===== src/hw/rtl/gregorian_date_add_days_macros.svh =====
// ---------------------------------------------------------------------------
// Assertion helpers shared by the queue and back end RTL files.
// ---------------------------------------------------------------------------
`ifndef GREGORIAN_DATE_ADD_DAYS_MACROS_SVH
`define GREGORIAN_DATE_ADD_DAYS_MACROS_SVH

// Same-cycle implication, sampled on clk, off during reset.
`define GDA_ASSERT_NOW(label, ante, cons, msg) \
    label: assert property (@(posedge clk) disable iff (!rst_n) (ante) |-> (cons)) \
        else $error(msg);

// Next-cycle implication, sampled on clk, off during reset.
`define GDA_ASSERT_NEXT(label, ante, cons, msg) \
    label: assert property (@(posedge clk) disable iff (!rst_n) (ante) |=> (cons)) \
        else $error(msg);

`endif


===== src/hw/rtl/gda_pkg.sv =====
// ---------------------------------------------------------------------------
// gda_pkg
// Types, constants and calendar helpers for the Gregorian date adder.
// ---------------------------------------------------------------------------
package gda_pkg;

    // Field widths
    localparam int IN_YEAR_W = 14;
    localparam int YEAR_W    = IN_YEAR_W + 1;  // headroom: years run past the input range
    localparam int MONTH_W   = 4;
    localparam int DAY_W     = 5;
    localparam int COUNT_W   = 16;
    localparam int LEFT_W    = COUNT_W + 1;    // day count plus starting day

    // First valid date after the calendar reform, split into its parts
    localparam int FIRST_DATE  = 15821015;
    localparam int FIRST_YEAR  = FIRST_DATE / 10000;
    localparam int FIRST_MONTH = (FIRST_DATE / 100) % 100;
    localparam int FIRST_DAY   = FIRST_DATE % 100;

    // Months
    localparam int JANUARY  = 1;
    localparam int FEBRUARY = 2;
    localparam int APRIL    = 4;
    localparam int JUNE     = 6;
    localparam int SEPTEMBER = 9;
    localparam int NOVEMBER = 11;
    localparam int DECEMBER = 12;

    // Month lengths
    localparam int LEN_LONG     = 31;
    localparam int LEN_SHORT    = 30;
    localparam int LEN_FEB      = 28;
    localparam int LEN_FEB_LEAP = 29;

    // Queue between front and back
    localparam int QUEUE_DEPTH = 2;
    localparam int QPTR_W      = $clog2(QUEUE_DEPTH);
    localparam int QCNT_W      = $clog2(QUEUE_DEPTH + 1);

    // Inverse of an odd number modulo 2**YEAR_W (Newton iteration, elaboration only)
    function automatic logic [YEAR_W-1:0] odd_inverse(input int d);
        logic [YEAR_W-1:0] x;
        logic [YEAR_W-1:0] dd;
        dd = YEAR_W'(d);
        x  = dd;
        for (int i = 0; i < 5; i++) begin
            x = YEAR_W'(x * (YEAR_W'(2) - YEAR_W'(dd * x)));
        end
        return x;
    endfunction

    localparam logic [YEAR_W-1:0] INV25     = odd_inverse(25);
    localparam logic [YEAR_W-1:0] DIV25_MAX = YEAR_W'(((1 << YEAR_W) - 1) / 25);

    // Leap rule: by 4, not by 100 unless by 400.
    // 100 = 4*25 and 400 = 16*25; divisibility by 25 uses the modular inverse.
    function automatic logic is_leap(input logic [YEAR_W-1:0] y);
        logic [YEAR_W-1:0] prod;
        logic              div4;
        logic              div16;
        logic              div25;
        prod  = YEAR_W'(y * INV25);
        div4  = (y[1:0] == 2'd0);
        div16 = (y[3:0] == 4'd0);
        div25 = (prod <= DIV25_MAX);
        return div4 && (!div25 || div16);
    endfunction

    // Length of a month; codes outside 1..12 read as long months
    function automatic logic [DAY_W-1:0] month_len(input logic leap,
                                                   input logic [MONTH_W-1:0] m);
        logic [DAY_W-1:0] len;
        unique case (m)
            MONTH_W'(FEBRUARY):  len = leap ? DAY_W'(LEN_FEB_LEAP) : DAY_W'(LEN_FEB);
            MONTH_W'(APRIL),
            MONTH_W'(JUNE),
            MONTH_W'(SEPTEMBER),
            MONTH_W'(NOVEMBER):  len = DAY_W'(LEN_SHORT);
            default:             len = DAY_W'(LEN_LONG);
        endcase
        return len;
    endfunction

    // Request payload
    typedef struct packed {
        logic [IN_YEAR_W-1:0] year;
        logic [MONTH_W-1:0]   month;
        logic [DAY_W-1:0]     day;
        logic [COUNT_W-1:0]   days_to_add;
    } in_item_t;

    // Result payload
    typedef struct packed {
        logic                 date_ok;
        logic [IN_YEAR_W-1:0] result_year;
        logic [MONTH_W-1:0]   result_month;
        logic [DAY_W-1:0]     result_day;
    } out_item_t;

    // Classified request, as queued for the back end
    typedef struct packed {
        logic               ok;
        logic [YEAR_W-1:0]  year;
        logic [MONTH_W-1:0] month;
        logic [LEFT_W-1:0]  left;
    } gda_entry_t;

    // Front to queue
    typedef struct packed {
        logic       valid;
        gda_entry_t entry;
    } gda_push_t;

    // Back end sequencer
    typedef enum logic {
        BK_IDLE,
        BK_RUN
    } back_state_t;

endpackage


===== src/hw/rtl/gda_front.sv =====
// ---------------------------------------------------------------------------
// gda_front
// Accepts requests, checks the date and registers a classified entry.
// ---------------------------------------------------------------------------
module gda_front
    import gda_pkg::*;
(
    input  logic      clk,
    input  logic      rst_n,
    input  logic      req_valid,
    output logic      req_stall,
    input  in_item_t  req,
    output gda_push_t push,
    input  logic      push_ready
);

    logic              valid_reg;
    gda_entry_t        entry_reg;
    gda_entry_t        entry_next;
    logic              accept;
    logic [YEAR_W-1:0] year_ext;
    logic              too_early;
    logic              month_bad;
    logic              day_bad;

    // Hold the request while the registered entry cannot move on
    assign req_stall = valid_reg && !push_ready;
    assign accept    = req_valid && !req_stall;

    // Date check; too_early compares year, then month, then day with the
    // first valid date, and the day is checked against its month length
    always_comb
    begin
        year_ext  = {1'b0, req.year};
        too_early = (req.year < IN_YEAR_W'(FIRST_YEAR)) ||
                    ((req.year == IN_YEAR_W'(FIRST_YEAR)) &&
                     ((req.month < MONTH_W'(FIRST_MONTH)) ||
                      ((req.month == MONTH_W'(FIRST_MONTH)) &&
                       (req.day < DAY_W'(FIRST_DAY)))));
        month_bad = (req.month < MONTH_W'(JANUARY)) || (req.month > MONTH_W'(DECEMBER));
        day_bad   = (req.day == '0) ||
                    (req.day > month_len(is_leap(year_ext), req.month));

        if (too_early || month_bad || day_bad)
        begin
            entry_next = '0;
        end
        else
        begin
            entry_next.ok    = 1'b1;
            entry_next.year  = year_ext;
            entry_next.month = req.month;
            entry_next.left  = LEFT_W'(req.days_to_add) + LEFT_W'(req.day);
        end
    end

    // Output register
    always_ff @(posedge clk or negedge rst_n)
    begin
        if (!rst_n)
        begin
            valid_reg <= 1'b0;
        end
        else if (accept)
        begin
            valid_reg <= 1'b1;
        end
        else if (push_ready)
        begin
            valid_reg <= 1'b0;
        end
    end

    always_ff @(posedge clk)
    begin
        if (accept)
        begin
            entry_reg <= entry_next;
        end
    end

    assign push.valid = valid_reg;
    assign push.entry = entry_reg;

endmodule


===== src/hw/rtl/gda_queue.sv =====
// ---------------------------------------------------------------------------
// gda_queue
// Short FIFO of classified entries between the front and the back end.
// ---------------------------------------------------------------------------
`include "gregorian_date_add_days_macros.svh"

module gda_queue
    import gda_pkg::*;
(
    input  logic       clk,
    input  logic       rst_n,
    input  gda_push_t  push,
    output logic       push_ready,
    output logic       q_valid,
    output gda_entry_t q_entry,
    input  logic       q_pop
);

    gda_entry_t        entry_mem [QUEUE_DEPTH];
    logic [QPTR_W-1:0] wr_ptr_reg;
    logic [QPTR_W-1:0] rd_ptr_reg;
    logic [QCNT_W-1:0] cnt_reg;
    logic              do_push;
    logic              do_pop;

    assign push_ready = (cnt_reg != QCNT_W'(QUEUE_DEPTH));
    assign q_valid    = (cnt_reg != '0);
    assign q_entry    = entry_mem[rd_ptr_reg];
    assign do_push    = push.valid && push_ready;
    assign do_pop     = q_pop && q_valid;

    // Pointers and fill count
    always_ff @(posedge clk or negedge rst_n)
    begin
        if (!rst_n)
        begin
            wr_ptr_reg <= '0;
            rd_ptr_reg <= '0;
            cnt_reg    <= '0;
        end
        else
        begin
            if (do_push)
            begin
                wr_ptr_reg <= (wr_ptr_reg == QPTR_W'(QUEUE_DEPTH - 1)) ? '0
                                                                       : wr_ptr_reg + 1'b1;
            end
            if (do_pop)
            begin
                rd_ptr_reg <= (rd_ptr_reg == QPTR_W'(QUEUE_DEPTH - 1)) ? '0
                                                                       : rd_ptr_reg + 1'b1;
            end
            if (do_push && !do_pop)
            begin
                cnt_reg <= cnt_reg + 1'b1;
            end
            else if (do_pop && !do_push)
            begin
                cnt_reg <= cnt_reg - 1'b1;
            end
        end
    end

    // Storage
    always_ff @(posedge clk)
    begin
        if (do_push)
        begin
            entry_mem[wr_ptr_reg] <= push.entry;
        end
    end

    `GDA_ASSERT_NEXT(a_q_fill, do_push && !do_pop, cnt_reg == $past(cnt_reg) + 1'b1, "queue count did not grow on push")

endmodule


===== src/hw/rtl/gda_back.sv =====
// ---------------------------------------------------------------------------
// gda_back
// Walks the day count forward one month per cycle and registers the result.
// ---------------------------------------------------------------------------
`include "gregorian_date_add_days_macros.svh"

module gda_back
    import gda_pkg::*;
(
    input  logic       clk,
    input  logic       rst_n,
    input  logic       q_valid,
    input  gda_entry_t q_entry,
    output logic       q_pop,
    output logic       res_valid,
    input  logic       res_stall,
    output out_item_t  res
);

    back_state_t        state_reg;
    back_state_t        state_next;
    logic               ok_reg;
    logic [YEAR_W-1:0]  year_reg;
    logic [MONTH_W-1:0] month_reg;
    logic [LEFT_W-1:0]  left_reg;
    logic               res_valid_reg;
    out_item_t          res_reg;
    logic [DAY_W-1:0]   cur_len;
    logic               fits;
    logic               out_free;
    logic               load_out;
    logic               step;

    // Current month length and stop test
    assign cur_len  = month_len(is_leap(year_reg), month_reg);
    assign fits     = !ok_reg || (left_reg <= LEFT_W'(cur_len));
    assign out_free = !res_valid_reg || !res_stall;

    // Next state
    always_comb
    begin
        state_next = state_reg;
        unique case (state_reg)
            BK_IDLE: if (q_valid) state_next = BK_RUN;
            BK_RUN:  if (fits && out_free) state_next = BK_IDLE;
            default: state_next = BK_IDLE;
        endcase
    end

    // Sequencer outputs
    always_comb
    begin
        q_pop    = 1'b0;
        load_out = 1'b0;
        step     = 1'b0;
        unique case (state_reg)
            BK_IDLE: q_pop = q_valid;
            BK_RUN:
            begin
                load_out = fits && out_free;
                step     = !fits;
            end
            default: q_pop = 1'b0;
        endcase
    end

    // Control registers
    always_ff @(posedge clk or negedge rst_n)
    begin
        if (!rst_n)
        begin
            state_reg     <= BK_IDLE;
            res_valid_reg <= 1'b0;
        end
        else
        begin
            state_reg <= state_next;
            if (load_out)
            begin
                res_valid_reg <= 1'b1;
            end
            else if (!res_stall)
            begin
                res_valid_reg <= 1'b0;
            end
        end
    end

    // Working date: load, then take off one month per step
    always_ff @(posedge clk)
    begin
        if (q_pop)
        begin
            ok_reg    <= q_entry.ok;
            year_reg  <= q_entry.year;
            month_reg <= q_entry.month;
            left_reg  <= q_entry.left;
        end
        else if (step)
        begin
            left_reg <= left_reg - LEFT_W'(cur_len);
            if (month_reg == MONTH_W'(DECEMBER))
            begin
                month_reg <= MONTH_W'(JANUARY);
                year_reg  <= year_reg + 1'b1;
            end
            else
            begin
                month_reg <= month_reg + 1'b1;
            end
        end
    end

    // Result register; an invalid date gives all-zero fields
    always_ff @(posedge clk)
    begin
        if (load_out)
        begin
            if (ok_reg)
            begin
                res_reg.date_ok      <= 1'b1;
                res_reg.result_year  <= year_reg[IN_YEAR_W-1:0];
                res_reg.result_month <= month_reg;
                res_reg.result_day   <= left_reg[DAY_W-1:0];
            end
            else
            begin
                res_reg <= '0;
            end
        end
    end

    assign res_valid = res_valid_reg;
    assign res       = res_reg;

    `GDA_ASSERT_NEXT(a_step_shrinks, step, left_reg < $past(left_reg), "day count did not shrink on a month step")
    `GDA_ASSERT_NOW(a_ok_range, res_valid_reg && res_reg.date_ok, (res_reg.result_day != '0) && (res_reg.result_month >= MONTH_W'(JANUARY)) && (res_reg.result_month <= MONTH_W'(DECEMBER)), "valid result out of calendar range")
    `GDA_ASSERT_NOW(a_bad_zero, res_valid_reg && !res_reg.date_ok, (res_reg.result_year == '0) && (res_reg.result_month == '0) && (res_reg.result_day == '0), "invalid date gave nonzero fields")

endmodule


===== src/hw/rtl/gregorian_date_add_days.sv =====
// ---------------------------------------------------------------------------
// gregorian_date_add_days
// Gregorian date plus a day count, with date check.
// ---------------------------------------------------------------------------
// Usage:
//   Request channel req_valid / req_stall / req carries year, month, day and
//   days_to_add. A request is taken at a clock edge with req_valid high and
//   req_stall low. Result channel res_valid / res_stall / res carries
//   date_ok and the resulting year, month and day; all zero when the date is
//   invalid (before 1582-10-15, month outside 1..12, day outside the month).
//   Flow: the front registers a checked request, a two-entry queue holds it,
//   and the back end takes off one month per cycle. An item whose result
//   lands k months later takes k month steps in the back end, and k is at
//   most about 2160 for the largest day count. The back end takes a new
//   item from the queue only after the last result is loaded into the
//   output register.
//   The front and queue keep taking requests while a result waits in the
//   output register; when the receiver stalls, the result holds and the back
//   end waits, and the queue fills until the front stalls requests.
//   Reset (rst_n low, asynchronous) empties the queue, idles the back end and
//   drops any pending result.
// ---------------------------------------------------------------------------
module gregorian_date_add_days
    import gda_pkg::*;
(
    input  logic      clk,
    input  logic      rst_n,
    input  logic      req_valid,
    output logic      req_stall,
    input  in_item_t  req,
    output logic      res_valid,
    input  logic      res_stall,
    output out_item_t res
);

    gda_push_t  push;
    logic       push_ready;
    logic       q_valid;
    gda_entry_t q_entry;
    logic       q_pop;

    // Request check
    gda_front u_front (
        .clk        (clk),
        .rst_n      (rst_n),
        .req_valid  (req_valid),
        .req_stall  (req_stall),
        .req        (req),
        .push       (push),
        .push_ready (push_ready)
    );

    // Decoupling queue
    gda_queue u_queue (
        .clk        (clk),
        .rst_n      (rst_n),
        .push       (push),
        .push_ready (push_ready),
        .q_valid    (q_valid),
        .q_entry    (q_entry),
        .q_pop      (q_pop)
    );

    // Month stepping and result
    gda_back u_back (
        .clk        (clk),
        .rst_n      (rst_n),
        .q_valid    (q_valid),
        .q_entry    (q_entry),
        .q_pop      (q_pop),
        .res_valid  (res_valid),
        .res_stall  (res_stall),
        .res        (res)
    );

endmodule

===== config.mk =====
export PLATFORM = sky130hd
export DESIGN_NAME = gregorian_date_add_days
export DESIGN_NICKNAME = d
export VERILOG_FILES = /design/src/hw/rtl/gda_pkg.sv /design/src/hw/rtl/gda_front.sv /design/src/hw/rtl/gda_queue.sv /design/src/hw/rtl/gda_back.sv /design/src/hw/rtl/gregorian_date_add_days.sv
export VERILOG_INCLUDE_DIRS = /design/src /design/src/hw/rtl
export SDC_FILE = /design/constraint.sdc
export NUM_CORES = 1
export LEC_CHECK = 0
export ABC_CLOCK_PERIOD_IN_PS = 20100
export BUFFER_PORTS_ARGS = -buffer_cell sky130_fd_sc_hd__buf_2
export CAP_MARGIN = 20
export CORE_UTILIZATION = 65
export CTS_BUF_LIST = sky130_fd_sc_hd__clkbuf_4
export DETAILED_ROUTE_END_ITERATION = 10
export PLACE_DENSITY = 0.95
export SLEW_MARGIN = 20
export SYNTH_ARGS = -nofsm -noshare
export SYNTH_HDL_FRONTEND = slang
export SYNTH_HIERARCHICAL = 1
export SYNTH_SLANG_ARGS = --single-unit

===== constraint.sdc =====
create_clock -name clk -period 20.1 [get_ports clk]
set_input_delay 3.015 -clock clk [delete_from_list [all_inputs] [get_ports clk]]
set_output_delay 3.015 -clock clk [all_outputs]
set_load 0.02 [all_outputs]

# == Word level (Yosys, flattened, before mapping) ==
# Memory sizes are Yosys's and may differ from the RTL's.
# Index checks and enable logic that the tools add are counted.
# totals
ff_bits,105
ramBits,74
output_inout_bits,26
wordCells,129
memories,1
# classes
addsub,8
n_mul,2
magnitude_cmp,9
n_eq_ne,15
mux,30
bitwise,1
reduce_logical,44
# mem_list
name,depth,width,read_ports,rd_clocked_by_memory_dff,wr,line_no,rtl
u_queue.entry_mem,2,37,1,0,1,gda_queue.sv:19,gda_entry_t entry_mem [QUEUE_DEPTH];
# op_table
op,n
two-way mux 15 bit,3
two-way mux 37 bit,1
two-way mux 17 bit,2
"less-or-equal comparator 15 x 11 -> 1 bit, second input constant",2
"equality test 4 bit, second input constant",6
two-way mux 24 bit,1
case mux 5 bit (2 select lines),2
adder 16 x 5 -> 17 bit,1
less-or-equal comparator 17 x 5 -> 1 bit,1
subtractor 17 x 5 -> 17 bit,1
"equality test 4 x 3 -> 1 bit, second input constant",4
"adder 15 x 1 -> 15 bit, second input constant",1
"multiplier 14 x 15 -> 15 bit, second input constant",1
"multiplier 15 x 15 -> 15 bit, second input constant",1
two-way mux 1 bit,15
"equality test 14 x 11 -> 1 bit, second input constant",1
"< comparator 14 x 11 -> 1 bit, second input constant",1
two-way mux 4 bit,3
logical AND 1 bit,11
zero test 1 bit,10
logical OR 1 bit,10
nonzero test 2 bit,5
"equality test 4 x 2 -> 1 bit, second input constant",2
zero test 4 bit,2
other kinds (18),22

# == Depth between registers and ports, before layout ==
# logic_depth
ltp_word,13
depth_mapped,25

# == Cells and area by module ==
# The synthesis kept the hierarchy.
# by_module_without_submodules
module,n_inst,cells_per_inst,area_per_inst_um2,seq_area_each_um2
gda_back,1,431,4570.6,1881.8
gda_front,1,319,3328.2,1106.1
gda_queue,1,133,2946.6,2322.2

# == Least setup slack after synthesis ==
# No wires, ideal clock.
# synth_timing
path_type,input -> register
startpoint,input port req[34] (netlist name)
endpoint,"register u_front.entry_reg (netlist bit u_front/push[16]), data pin"
t_arrival_ns,7.530
required_ns,19.950
slack_ns,12.419
stages,24
path_buffers,1
path_cell_list,ha_1 > inv_1 > fa_1 > inv_1 > fa_1 > ha_1 > inv_1 > fa_1 > inv_1 > ha_1 > inv_1 > or3_1 > mux2i_1 > a31oi_1 > and3_1 > a31oi_1 > ha_1 > inv_1 > a21o_1 > a211oi_2 > nand2_2 > a31o_4 > buf_6 > nor3_2
# synth_between
elab_chain_cells,10
elab_cells_between_ends,15
classes_between,mul (1); order compare (3); eq/ne (1); mux (2); reduce/logical (8)
# synth_lines
item,line_no,rtl
from (decl),gregorian_date_add_days.sv:30,"input in_item_t req,"
multiplier 14 x 15 -> 15 bit,gda_pkg.sv:63,prod = YEAR_W'(y * INV25);
less-or-equal comparator 15 x 11 -> 1 bit,gda_pkg.sv:66,div25 = (prod <= DIV25_MAX);
zero test 1 bit,gda_pkg.sv:67,return div4 && (!div25 || div16);
logical OR 1 bit,gda_pkg.sv:67,
logical AND 1 bit,gda_pkg.sv:67,
two-way mux 1 bit,gda_pkg.sv:75,MONTH_W'(FEBRUARY): len = leap ? DAY_W'(LEN_FEB_LEAP) : DAY_W'(LEN_FEB);
case mux 5 bit (2 select lines),gda_pkg.sv:74,unique case (m)
greater-than comparator 5 bit,gda_front.sv:42,"(req.day > month_len(is_leap(year_ext), req.month));"
logical OR 1 bit,gda_front.sv:41,day_bad = (req.day == '0) ||
logical OR 1 bit (*),gda_front.sv:44,if (too_early || month_bad || day_bad)
to (signal assigned),gda_front.sv:78,entry_reg <= entry_next;
to (decl),gda_front.sv:18,gda_entry_t entry_reg;
# Every way passes the cells marked *; elsewhere a longest branch is shown, timed or not.
# A chain may end at the register's enable or synchronous reset.

# == Worst setup path after layout ==
# layout_timing
startpoint,input port req[34] (netlist name)
endpoint,"register u_front.entry_reg (netlist bit u_front/push[22]), data pin"
# Same word-level chain as after synthesis.

==> qor.yml <==
placement:
  hpwl_um: 16000
  place_worst_setup_slack_ns: 11.64
  io_buffers: 68
  gp_congestion: 0.909
sta:
  setup-violations-final: 0
  setup_tns_ns: 0
  tightest_slew_ns: 1.09
  rsz0062_at_grt: "no"
  min_period_over_period: 0.395
  slew_viol_final: 0
  worst_slack_ns: 12.16
  min_period_ns: 7.94
  finClkSkew_ns: 0.0209
  finalHoldViolCount: 0
  max-slew-margin-rel: 0.271
  max_freq_mhz: 126
logic_synthesis:
  syn_avg_cell_area_um2: 12.3
  synthArstFlopShare: 0.0393
  synth_ff_type: "edfxtp_1"
  yosys.area.top_type: "edfxtp_1"
  synth-edff-count: 171
  yosysWarnings: 6
  synthCells: 883
  synth_top_area_share: 0.473
  yosys_register_bits: 178
  syn-num-nets: 1072
  seq_area_frac_synth: 0.490
  synth_cell_types: 70
  ys_top_cells_by_area: "edfxtp_1, ha_1, fa_1"
  syn-cell-area_um2: 10800
setup_path:
  startpoint: "req[34]"
  worstSetupStartpointType: "input port"
  crit_type: "in2reg"
  regToRegSetupSlack_ns: 13.36
  worstPathRequired_ns: 20.53
  cp.arrival_ns: 8.37
  critPathMaxFanout: 21
  cp-end-kind: "flop"
  r2r_end: "u_back/left_reg[15]$_DFFE_PP_"
  ff2ff_path_depth: 21
  r2r_start: "u_back/year_reg[2]$_DFFE_PP_"
clocking:
  hold_buffers: 0
  post_cts_buffers: 0
  clk_latency_ns: 0.57
  cts_buffer_depth: 2
  cts_resized: 0
  cts-htree-levels: 4
  clkSinkCount: 178
  cts_root_buf: "clkbuf_4"
  numCtsBuffers: 17
  clkSlewWorstSetupHoldPaths_ns: 0.15
  cts_tree: "yes"
layout:
  fill_cells: 947
  mostFrequentLayoutCell: "edfxtp_1"
  most-common-layout-cells: "edfxtp_1, ha_1, inv_1, buf_2, nand2_1"
  drive_above_1_share: 0.166
  area_growth_pct: 7.90
  largest_reg_flops: 74
  nets: 1147
grt:
  overflow: 0
  track_usage: 0.257
  grt_pass1_wl_um: 34400
  grt_pass1_vias: 7113
  antenna_found_initial: 1
  grt_max_degree: 62
die:
  die_y_um: 131
  core_area_um2: 16100
  io_pins: 69
  die_x_um: 131
  fp.dieArea_um2: 17200
  start_util: 0.675
  rows: 46
routing:
  ant_nets: 0
  route.vias.total: 6944
  drc: 0
  via_per_inst: 5.85
  wire_per_inst_um: 17.9
  first_pass_iters: 5
  drt_iter0_drc: 630
  finalWirelength_um: 21300
min_path:
  min_to: "u_queue/entry_mem[0][21]$_DFFE_PP_"
  hold_path_startpoint: "u_front/push[21]$_SDFFCE_PP0P_"
  hold_class: "reg2reg"
  holdPathStages: 0
flow_run:
  max_cap_viol_count: 0
run_status:
  status: "finished, final reports clean"
how the worst max path moves through the flow:
stage                                     end  slack (ns)  depth (start not counted)
2_1_floorplan  u_front/push[16]$_SDFFCE_PP0P_       12.42                         24
3_3_place_gp   u_front/push[30]$_SDFFCE_PP0P_       11.95                         25
3_5_place_dp   u_front/push[22]$_SDFFCE_PP0P_       11.64                         25
4_1_cts        u_front/push[22]$_SDFFCE_PP0P_       12.25                         25
5_1_grt        u_front/push[22]$_SDFFCE_PP0P_       11.96                         25
6_report       u_front/push[22]$_SDFFCE_PP0P_       12.16                         25
per-stage QoR:
step | std cells | hold WS, ns | instance area (um2) | util
4_1_cts | 1186 | 0.464 | 11700 | 0.727
5_1_grt | 1188 | 0.471 | 11700 | 0.729
6_report | 1188 | 0.462 | 11700 | 0.729
3_3_place_gp | 1154 | 0.424 | 11400 | 0.709
3_5_place_dp | 1154 | 0.431 | 11400 | 0.709
2_1_floorplan | 883 | 0.421 | 10800 | -
synth_stat cells (all sizes together), types with 7 or more instances:
library cell,number
nand2,67
dfrtp,7
nand3,12
edfxtp,171
fa,28
clkbuf,9
nor2,58
inv,89
buf,9
a21oi,21
o21ai,52
xor2,28
and2,29
nor3,9
xnor2,46
mux2,38
ha,118
cell type report:
cell class                 instances  area (um2)  area share
antenna                            1        2.50    0.000214
tap                              216         270      0.0231
inverter                          90         338      0.0289
clock inverter                    15         158      0.0135
sequential                       178        5310       0.454
clock buffer                      17         128      0.0109
timing repair buffer              74         398      0.0340
multi-input combinational        597        5100       0.436
critical path: stages:
cell	delay (ns)
buf_2	0.14
ha_1	0.29
inv_1	0.05
fa_1	0.50
inv_1	0.06
fa_1	0.48
ha_1	0.30
inv_1	0.06
fa_1	0.50
inv_1	0.05
ha_1	0.34
inv_1	0.11
or3_1	0.39
mux2i_1	0.16
a31oi_1	0.06
and3_1	0.20
a31oi_1	0.17
ha_1	0.17
inv_1	0.04
a21o_1	0.17
a211oi_2	0.33
nand2_2	0.09
a31o_4	0.31
inv_2	0.19
and2_1	0.19
logic make-up after synthesis:
family	count (synthesis)	synth area share
adders and majority gates	146	0.188
muxes	40	0.0482
other	1	0.000346
AOI/OAI and AO/OA	118	0.0701
buffers and inverters	108	0.0418
and+or+nand+nor	216	0.0975
xor gates and xnor gates	76	0.0646
DFF	178	0.490
metal layers:
metal  GRT usage  vias to the layer above  routed length, um
met2       0.443                      285              10700
li1            -                     3281                  -
met1       0.311                     3322               8770
met4       0.117                        0                688
met5           0                        -                  0
met3      0.0513                       56               1120
Power is left out: the tool's default activity adds up to more than one toggle a clock period on the data nets, which glitch-free logic cannot reach.
